--- config.mk ---
export PLATFORM = sky130hd
export DESIGN_NAME = fiber_region_crossing_selector
export DESIGN_NICKNAME = d
export VERILOG_FILES = /design/src/rtl/frcs_pkg.sv /design/src/rtl/fiber_region_crossing_selector.sv /design/src/rtl/frcs_cfg_regs.sv /design/src/rtl/frcs_region_track.sv /design/src/rtl/frcs_select.sv
export SDC_FILE = /design/constraint.sdc
export NUM_CORES = 1
export LEC_CHECK = 0
export BUFFER_PORTS_ARGS = -buffer_cell sky130_fd_sc_hd__buf_2
export CORE_UTILIZATION = 45
export DETAILED_ROUTE_END_ITERATION = 8
export SYNTH_ARGS = -nofsm -noshare
export SYNTH_HDL_FRONTEND = slang
export SYNTH_SLANG_ARGS = --single-unit
--- constraint.sdc ---
create_clock -name clk -period 22.1 [get_ports clk]
set_input_delay 1.105 -clock clk [delete_from_list [all_inputs] [get_ports clk]]
set_output_delay 1.105 -clock clk [all_outputs]
set_load 0.05 [all_outputs]
--- src/rtl/frcs_pkg.sv ---
// Shared types and constants for the fiber region crossing selector.
`timescale 1ns / 1ps

package frcs_pkg;

	localparam int MAX_FIBER_VERTICES_DEF   = 65536;
	localparam int SAMPLE_FRACTION_BITS_DEF = 16;

	localparam int CFG_INDEX_W = 2;
	localparam int CFG_DATA_W  = 32;
	localparam int SAMPLE_W    = 32;
	localparam int FIBER_NUM_W = 24;
	localparam int VERTEX_W    = 16;
	localparam int LENGTH_W    = 17;

	typedef enum logic [CFG_INDEX_W-1:0] {
		CFG_THRESHOLD_A = 2'd0,
		CFG_THRESHOLD_B = 2'd1,
		CFG_CUT_MODE    = 2'd2,
		CFG_SHORTEST    = 2'd3
	} cfg_reg_t;

	typedef struct packed {
		logic signed [SAMPLE_W-1:0] threshold_region_a;
		logic signed [SAMPLE_W-1:0] threshold_region_b;
		logic                       cut_mode;
		logic                       shortest_path_mode;
	} cfg_t;

	typedef struct packed {
		logic                matched;
		logic [VERTEX_W-1:0] start_vertex;
		logic [VERTEX_W-1:0] stop_vertex;
		logic [LENGTH_W-1:0] kept_length;
		logic                keep;
	} result_t;

endpackage

--- src/rtl/fiber_region_crossing_selector.sv ---
// Top level of the fiber region crossing selector.
//
// Vertices of fibers arrive on the input channel (in_valid / in_stall), one per
// transaction, with two signed Q16.16 samples, an in-grid flag and a
// last-vertex mark. The vertex with last_vertex set closes the fiber and
// produces exactly one result transaction on the output channel
// (out_valid / out_stall); other vertices produce none.
// out_valid rises after the last vertex is accepted and has passed one input
// register, then a single pass of compare and select logic into the result
// register; a stalled earlier result can hold it in the input register.
// Throughput is one vertex per cycle; the only thing that holds the
// input back is a last vertex waiting while a previous result is still stalled
// in the result register.
// Configuration writes (cfg_valid / cfg_ready, always ready) set the two
// thresholds and the cut and shortest-path modes; write them only while no
// vertex is in flight.
// Reset (arst_n low) clears the fiber state and fiber counter, drops both
// valids, and loads the thresholds with 5.0, cut mode on, longest-path rule.
// While out_stall is high the pending result and its valid hold steady.
`timescale 1ns / 1ps

module fiber_region_crossing_selector #(
	parameter int MAX_FIBER_VERTICES   = frcs_pkg::MAX_FIBER_VERTICES_DEF,
	parameter int SAMPLE_FRACTION_BITS = frcs_pkg::SAMPLE_FRACTION_BITS_DEF
) (
	input  logic                                    clk,
	input  logic                                    arst_n,

	input  logic                                    cfg_valid,
	output logic                                    cfg_ready,
	input  logic [frcs_pkg::CFG_INDEX_W-1:0]        cfg_index,
	input  logic [frcs_pkg::CFG_DATA_W-1:0]         cfg_data,

	input  logic                                    in_valid,
	output logic                                    in_stall,
	input  logic signed [frcs_pkg::SAMPLE_W-1:0]    sample_a,
	input  logic signed [frcs_pkg::SAMPLE_W-1:0]    sample_b,
	input  logic                                    in_grid,
	input  logic                                    last_vertex,

	output logic                                    out_valid,
	input  logic                                    out_stall,
	output logic [frcs_pkg::FIBER_NUM_W-1:0]        fiber_number,
	output logic                                    matched,
	output logic [frcs_pkg::VERTEX_W-1:0]           start_vertex,
	output logic [frcs_pkg::VERTEX_W-1:0]           stop_vertex,
	output logic [frcs_pkg::LENGTH_W-1:0]           kept_length,
	output logic                                    keep
);

	localparam int IDX_W = $clog2(MAX_FIBER_VERTICES + 1);
	localparam int HIT_W = $clog2(MAX_FIBER_VERTICES);
	localparam logic [IDX_W-1:0] IDX_MAX  = IDX_W'(MAX_FIBER_VERTICES);
	localparam logic [IDX_W-1:0] IDX_LAST = IDX_W'(MAX_FIBER_VERTICES - 1);

	frcs_pkg::cfg_t    cfg;
	frcs_pkg::result_t result;

	// Input register stage.
	logic                                 valid_s1;
	logic signed [frcs_pkg::SAMPLE_W-1:0] sample_a_s1;
	logic signed [frcs_pkg::SAMPLE_W-1:0] sample_b_s1;
	logic                                 in_grid_s1;
	logic                                 last_s1;

	logic                                 in_accept;
	logic                                 proceed;
	logic                                 load_out;

	logic [IDX_W-1:0]                     vidx_q;
	logic [IDX_W-1:0]                     vidx_next;
	logic [HIT_W-1:0]                     hit_idx;
	logic [frcs_pkg::FIBER_NUM_W-1:0]     fiber_cnt_q;

	logic                                 seen_a;
	logic                                 seen_b;
	logic [HIT_W-1:0]                     first_a;
	logic [HIT_W-1:0]                     last_a;
	logic [HIT_W-1:0]                     first_b;
	logic [HIT_W-1:0]                     last_b;

	logic                                 out_valid_q;
	logic [frcs_pkg::FIBER_NUM_W-1:0]     fiber_number_q;
	frcs_pkg::result_t                    result_q;

	frcs_cfg_regs #(
		.SAMPLE_FRACTION_BITS(SAMPLE_FRACTION_BITS)
	) u_cfg (
		.clk      (clk),
		.arst_n   (arst_n),
		.cfg_valid(cfg_valid),
		.cfg_ready(cfg_ready),
		.cfg_index(cfg_index),
		.cfg_data (cfg_data),
		.cfg      (cfg)
	);

	// A vertex that ends a fiber needs room in the result register; others never wait.
	assign proceed   = valid_s1 && (!last_s1 || !out_valid_q || !out_stall);
	assign in_stall  = valid_s1 && !proceed;
	assign in_accept = in_valid && !in_stall;
	assign load_out  = proceed && last_s1;

	always_ff @(posedge clk or negedge arst_n) begin
		if (!arst_n) begin
			valid_s1 <= 1'b0;
		end else if (in_accept) begin
			valid_s1 <= 1'b1;
		end else if (proceed) begin
			valid_s1 <= 1'b0;
		end
	end

	always_ff @(posedge clk) begin
		if (in_accept) begin
			sample_a_s1 <= sample_a;
			sample_b_s1 <= sample_b;
			in_grid_s1  <= in_grid;
			last_s1     <= last_vertex;
		end
	end

	// The vertex index saturates; transitions past the end are pinned to the last index.
	always_comb begin
		vidx_next = (vidx_q < IDX_MAX) ? vidx_q + IDX_W'(1) : vidx_q;
		hit_idx   = (vidx_q > IDX_LAST) ? HIT_W'(IDX_LAST) : HIT_W'(vidx_q);
	end

	always_ff @(posedge clk or negedge arst_n) begin
		if (!arst_n) begin
			vidx_q      <= '0;
			fiber_cnt_q <= '0;
		end else if (proceed) begin
			if (last_s1) begin
				vidx_q      <= '0;
				fiber_cnt_q <= fiber_cnt_q + frcs_pkg::FIBER_NUM_W'(1);
			end else begin
				vidx_q <= vidx_next;
			end
		end
	end

	frcs_region_track #(
		.HIT_W(HIT_W)
	) u_track_a (
		.clk      (clk),
		.arst_n   (arst_n),
		.step     (proceed),
		.fiber_end(last_s1),
		.in_grid  (in_grid_s1),
		.sample   (sample_a_s1),
		.threshold(cfg.threshold_region_a),
		.idx      (hit_idx),
		.seen_d   (seen_a),
		.first_d  (first_a),
		.last_d   (last_a)
	);

	frcs_region_track #(
		.HIT_W(HIT_W)
	) u_track_b (
		.clk      (clk),
		.arst_n   (arst_n),
		.step     (proceed),
		.fiber_end(last_s1),
		.in_grid  (in_grid_s1),
		.sample   (sample_b_s1),
		.threshold(cfg.threshold_region_b),
		.idx      (hit_idx),
		.seen_d   (seen_b),
		.first_d  (first_b),
		.last_d   (last_b)
	);

	frcs_select #(
		.HIT_W(HIT_W),
		.IDX_W(IDX_W)
	) u_select (
		.cfg         (cfg),
		.seen_a      (seen_a),
		.first_a     (first_a),
		.last_a      (last_a),
		.seen_b      (seen_b),
		.first_b     (first_b),
		.last_b      (last_b),
		.vertex_count(vidx_next),
		.result      (result)
	);

	// Result register.
	always_ff @(posedge clk or negedge arst_n) begin
		if (!arst_n) begin
			out_valid_q <= 1'b0;
		end else if (load_out) begin
			out_valid_q <= 1'b1;
		end else if (!out_stall) begin
			out_valid_q <= 1'b0;
		end
	end

	always_ff @(posedge clk) begin
		if (load_out) begin
			fiber_number_q <= fiber_cnt_q;
			result_q       <= result;
		end
	end

	assign out_valid    = out_valid_q;
	assign fiber_number = fiber_number_q;
	assign matched      = result_q.matched;
	assign start_vertex = result_q.start_vertex;
	assign stop_vertex  = result_q.stop_vertex;
	assign kept_length  = result_q.kept_length;
	assign keep         = result_q.keep;

	// A vertex that does not end a fiber is never held in the input register.
	assert property (@(posedge clk) disable iff (!arst_n)
		(valid_s1 && !last_s1) |-> proceed)
		else $error("non-final vertex was held back");

	// The vertex counter never runs past its saturation value.
	assert property (@(posedge clk) disable iff (!arst_n)
		vidx_q <= IDX_MAX)
		else $error("vertex index beyond saturation");

	// Each finished fiber advances the fiber counter by exactly one.
	assert property (@(posedge clk) disable iff (!arst_n)
		load_out |=> (fiber_cnt_q == $past(fiber_cnt_q) + frcs_pkg::FIBER_NUM_W'(1)))
		else $error("fiber counter did not advance by one");

	// An unmatched fiber reports zero indices, zero length and no keep.
	assert property (@(posedge clk) disable iff (!arst_n)
		(out_valid && !matched) |->
			(start_vertex == '0 && stop_vertex == '0 && kept_length == '0 && !keep))
		else $error("unmatched fiber with nonzero selection");

endmodule

--- src/rtl/frcs_cfg_regs.sv ---
// Configuration register file for the fiber region crossing selector.
`timescale 1ns / 1ps

module frcs_cfg_regs #(
	parameter int SAMPLE_FRACTION_BITS = frcs_pkg::SAMPLE_FRACTION_BITS_DEF
) (
	input  logic                                clk,
	input  logic                                arst_n,
	input  logic                                cfg_valid,
	output logic                                cfg_ready,
	input  logic [frcs_pkg::CFG_INDEX_W-1:0]    cfg_index,
	input  logic [frcs_pkg::CFG_DATA_W-1:0]     cfg_data,
	output frcs_pkg::cfg_t                      cfg
);

	localparam logic [frcs_pkg::SAMPLE_W-1:0] THR_RESET =
		frcs_pkg::SAMPLE_W'(64'd5 << SAMPLE_FRACTION_BITS);

	frcs_pkg::cfg_t cfg_q;

	assign cfg_ready = 1'b1;
	assign cfg       = cfg_q;

	always_ff @(posedge clk or negedge arst_n) begin
		if (!arst_n) begin
			cfg_q.threshold_region_a <= THR_RESET;
			cfg_q.threshold_region_b <= THR_RESET;
			cfg_q.cut_mode           <= 1'b1;
			cfg_q.shortest_path_mode <= 1'b0;
		end else if (cfg_valid && cfg_ready) begin
			unique case (frcs_pkg::cfg_reg_t'(cfg_index))
				frcs_pkg::CFG_THRESHOLD_A: begin
					cfg_q.threshold_region_a <= cfg_data;
				end
				frcs_pkg::CFG_THRESHOLD_B: begin
					cfg_q.threshold_region_b <= cfg_data;
				end
				frcs_pkg::CFG_CUT_MODE: begin
					cfg_q.cut_mode <= cfg_data[0];
				end
				frcs_pkg::CFG_SHORTEST: begin
					cfg_q.shortest_path_mode <= cfg_data[0];
				end
			endcase
		end
	end

endmodule

--- src/rtl/frcs_region_track.sv ---
// Per-region inside/outside tracker that records first and last transitions.
`timescale 1ns / 1ps

module frcs_region_track #(
	parameter int HIT_W = 16
) (
	input  logic                                 clk,
	input  logic                                 arst_n,
	input  logic                                 step,
	input  logic                                 fiber_end,
	input  logic                                 in_grid,
	input  logic signed [frcs_pkg::SAMPLE_W-1:0] sample,
	input  logic signed [frcs_pkg::SAMPLE_W-1:0] threshold,
	input  logic [HIT_W-1:0]                     idx,
	output logic                                 seen_d,
	output logic [HIT_W-1:0]                     first_d,
	output logic [HIT_W-1:0]                     last_d
);

	logic             inside_q;
	logic             seen_q;
	logic [HIT_W-1:0] first_q;
	logic [HIT_W-1:0] last_q;
	logic             now_in;
	logic             trans;
	logic             inside_d;

	always_comb begin
		now_in   = (sample >= threshold);
		trans    = in_grid && (now_in != inside_q);
		inside_d = in_grid ? now_in : inside_q;
		seen_d   = seen_q | trans;
		first_d  = (trans && !seen_q) ? idx : first_q;
		last_d   = trans ? idx : last_q;
	end

	// The whole per-fiber state returns to zero once the last vertex is taken.
	always_ff @(posedge clk or negedge arst_n) begin
		if (!arst_n) begin
			inside_q <= 1'b0;
			seen_q   <= 1'b0;
			first_q  <= '0;
			last_q   <= '0;
		end else if (step) begin
			if (fiber_end) begin
				inside_q <= 1'b0;
				seen_q   <= 1'b0;
				first_q  <= '0;
				last_q   <= '0;
			end else begin
				inside_q <= inside_d;
				seen_q   <= seen_d;
				first_q  <= first_d;
				last_q   <= last_d;
			end
		end
	end

endmodule

--- src/rtl/frcs_select.sv ---
// Start/stop selection, kept length and keep decision at the end of a fiber.
`timescale 1ns / 1ps

module frcs_select #(
	parameter int HIT_W = 16,
	parameter int IDX_W = 17
) (
	input  frcs_pkg::cfg_t     cfg,
	input  logic               seen_a,
	input  logic [HIT_W-1:0]   first_a,
	input  logic [HIT_W-1:0]   last_a,
	input  logic               seen_b,
	input  logic [HIT_W-1:0]   first_b,
	input  logic [HIT_W-1:0]   last_b,
	input  logic [IDX_W-1:0]   vertex_count,
	output frcs_pkg::result_t  result
);

	logic             matched;
	logic [HIT_W-1:0] s2;
	logic [HIT_W-1:0] e2;
	logic [HIT_W-1:0] start_idx;
	logic [HIT_W-1:0] stop_idx;
	logic [IDX_W-1:0] len_full;

	always_comb begin
		matched   = seen_a && seen_b;
		s2        = cfg.shortest_path_mode ? last_b : first_b;
		e2        = cfg.shortest_path_mode ? first_b : last_b;
		start_idx = (first_a < s2) ? first_a : s2;
		stop_idx  = (last_a > e2) ? last_a : e2;
		// Stop never lies below start, since each region's first hit precedes its last.
		len_full  = cfg.cut_mode ? IDX_W'(stop_idx - start_idx) : vertex_count;

		result.matched      = matched;
		result.start_vertex = matched ? frcs_pkg::VERTEX_W'(start_idx) : '0;
		result.stop_vertex  = matched ? frcs_pkg::VERTEX_W'(stop_idx) : '0;
		result.kept_length  = matched ? frcs_pkg::LENGTH_W'(len_full) : '0;
		result.keep         = matched && (len_full >= IDX_W'(2));
	end

endmodule
==> flow_summary.json <==
{
  "status": "finished clean",
  "synthArstFlopShare_pct": 55.66,
  "clock_latency_ps": 550,
  "fp.coreArea_sq_um": 36700,
  "ys_types": 100,
  "slew_headroom_pct": 13.34,
  "r2r_slack_ps": 11530,
  "critPathLaunchType": "register",
  "cts-htree-levels": 2,
  "crit_top_cell": "nor2_1",
  "synth_cells": 1620,
  "firstDrtPassIters": 5,
  "setup_tns_ps": 0,
  "clk_pin_slew_ps": 60,
  "power_leakage_nw": 8.459,
  "cts_tree": "built",
  "max_freq_mhz": 94.58,
  "critPathSlowestCell": "nor2_1",
  "gp_congestion": 0.8786,
  "tightest_slew_ps": 1291,
  "start_util_pct": 45.93,
  "die_y_microns": 195.5,
  "dpl.hpwl_mm": 31.62,
  "layout-drive-gt1-share_pct": 18.33,
  "syn_nets": 1833,
  "skew_ps": 11.11,
  "antenna_found_initial": 6,
  "drc_errors": 0,
  "ys_ff_latch": 318,
  "fin_nets": 2003,
  "wl_per_cell_microns": 18.67,
  "pin_count": 183,
  "wirelength_mm": 42.71,
  "synth_top_cells_by_area": "dfrtp_1, edfxtp_1, ha_1",
  "cts_setup_buffers": 0,
  "setup_viol": 0,
  "grt_overflow": 0,
  "cp_top_family": "simple AND/OR/NAND/NOR gates",
  "worstPathMaxFanout": 25,
  "yosysSeqAreaShare_pct": 51.44,
  "cts_resized": 0,
  "syn_area_sq_um": 16850,
  "rsz0062_at_grt": "no",
  "die_area_sq_um": 38230,
  "ant_nets": 0,
  "min_path_type": "reg -> reg",
  "syn_avg_cell_area_sq_um": 10.40,
  "clock-sinks": 318,
  "synth_edf_count": 141,
  "synthFlopType": "dfrtp_1",
  "die_w_microns": 195.5,
  "routed_via_density": 5.555,
  "grt_usage_pct": 22.97,
  "synth_top_area_share_pct": 25.54,
  "grt_pass1_vias": 12560,
  "area_growth_pct": 14.58,
  "powerDensity_nw_per_um2": 115.6,
  "grt_max_degree": 68,
  "cp_data_required_time_ps": 22390,
  "worst_setup_path_end_kind": "register",
  "maxSlewViolCount": 0,
  "crit_type": "reg -> reg",
  "fin_crit_sh_pct": 47.84,
  "hold_viol_final": 0,
  "numCtsBuffers": 36,
  "grt_pass1_wl_mm": 68.71,
  "slowest_delay_ps": 870,
  "period_minus_slack_ps": 10570,
  "worst_ir_drop_vdd_mv": 0.06354,
  "vias": 12710,
  "rows": 70,
  "yosys_warnings": 0,
  "cts-root-buf": "clkbuf_16",
  "yosys.area.top_type": "dfrtp_1",
  "final_cell_mix": "nand2_1, buf_2, dfrtp_1",
  "clk_path_buf_depth": 3,
  "cp_num_buf_inv": 2,
  "cap_viol_max_count": 0,
  "port_buffers": 181,
  "crit_arrival_ps": 10860,
  "layout_commonest_cell": "nand2_1",
  "drt-initial-drc-count": 736,
  "ctsHoldBuffers": 0,
  "power.total_mw": 2.233
}
-- state kept, by name (all words and copies together) (netlist names), 16 cells and up --
| signal | flops |
|---|---|
| u_track_b.last_q | 16 |
| stop_vertex | 16 |
| kept_length | 17 |
| fiber_number | 24 |
| u_track_b.first_q | 16 |
| u_track_a.first_q | 16 |
| start_vertex | 16 |
| u_cfg.cfg | 66 |
| u_track_a.last_q | 16 |
| sample_a_s1 | 32 |
| vidx_q | 17 |
| sample_b_s1 | 32 |
| fiber_cnt_q | 24 |
-- synthesized netlist by cell type (7+ instances only) --
master and count:
o21ai_1 7, nor3_1 13, clkbuf_1 52, o21ai_0 140, ha_1 108, a22o_1 29, inv_1 113, mux2_2 40
nand3_1 31, nand2_1 184, and4_1 10, a21oi_1 86, nand2b_1 8, xnor2_1 37, o211ai_1 11, mux2i_1 9
xor2_1 12, and2_1 27, and3_1 13, nand4_1 24, a21o_1 22, nor2_1 142, or3_1 8, edfxtp_1 141
o221ai_1 17, a211oi_1 11, a31oi_1 14, nor4_1 8, dfrtp_1 172
-- routing by layer --
metal / track usage, % / vias to the layer above / share of wire [%]
li1: - / 6211 / -
met1: 31.63 / 6049 / 46
met2: 36.01 / 368 / 45
met3: 4.301 / 75 / 5.8
met4: 8.632 / 6 / 3.0
met5: 0 / - / 0.080
-- final cells by class --
type	instances	area (sq um)
Multi-Input combinational cell	1125	7522
Antenna cell	3	7.507
Inverter	113	424.2
Timing Repair Buffer	196	1025
Sequential cell	318	8670
Clock inverter	13	106.4
Fill cell	3280	17390
Clock buffer	52	970.9
Tap cell	468	585.6
-- stage by stage --
| step | setup WS (ps) | utilization, % | instance area, sq um | hold WS, ps | cells |
|---|---|---|---|---|---|
| floorplan | 13680 | - | 16850 | 424.9 | 1620 |
| global placement | 11690 | 49.67 | 18230 | 438.5 | 2220 |
| detailed placement | 11500 | 49.67 | 18230 | 441.9 | 2220 |
| CTS | 11510 | 52.60 | 19300 | 455.5 | 2285 |
| global route | 10640 | 52.60 | 19300 | 465.9 | 2285 |
| finish | 11530 | 52.62 | 19310 | 453.6 | 2288 |
-- cell families after synthesis --
family                   after synthesis  synth area share [%]
flip-flops                           318                 51.44
AO/OA/AOI/OAI                        419                 16.65
adder cells (fa/ha/maj)              109                 8.077
multiplexers                          54                 3.660
other                                  1               0.02225
buffers and inverters                177                 4.061
AND/OR/NAND/NOR                      492                 13.44
XOR/XNOR                              50                 2.643
-- worst paths after layout --
kind                                         end  depth (start not counted)             from
worst max-delay path                        keep                         33    u_cfg.cfg[29]
worst max register to register              keep                         33    u_cfg.cfg[29]
worst min-delay path            fiber_number[14]                          0  fiber_cnt_q[14]
worst min register to register  fiber_number[14]                          0  fiber_cnt_q[14]
min in group asynchronous          u_cfg.cfg[61]                          1           arst_n
max in group asynchronous        fiber_cnt_q[11]                          2           arst_n
-- where the power goes --
group	switching (mW)	internal, mW	leakage [nW]
Combinational	0.594	0.351	4.27
Clock	0.241	0.319	0.519
Sequential	0.0367	0.691	3.67
Power figures use the tool's default switching activity.
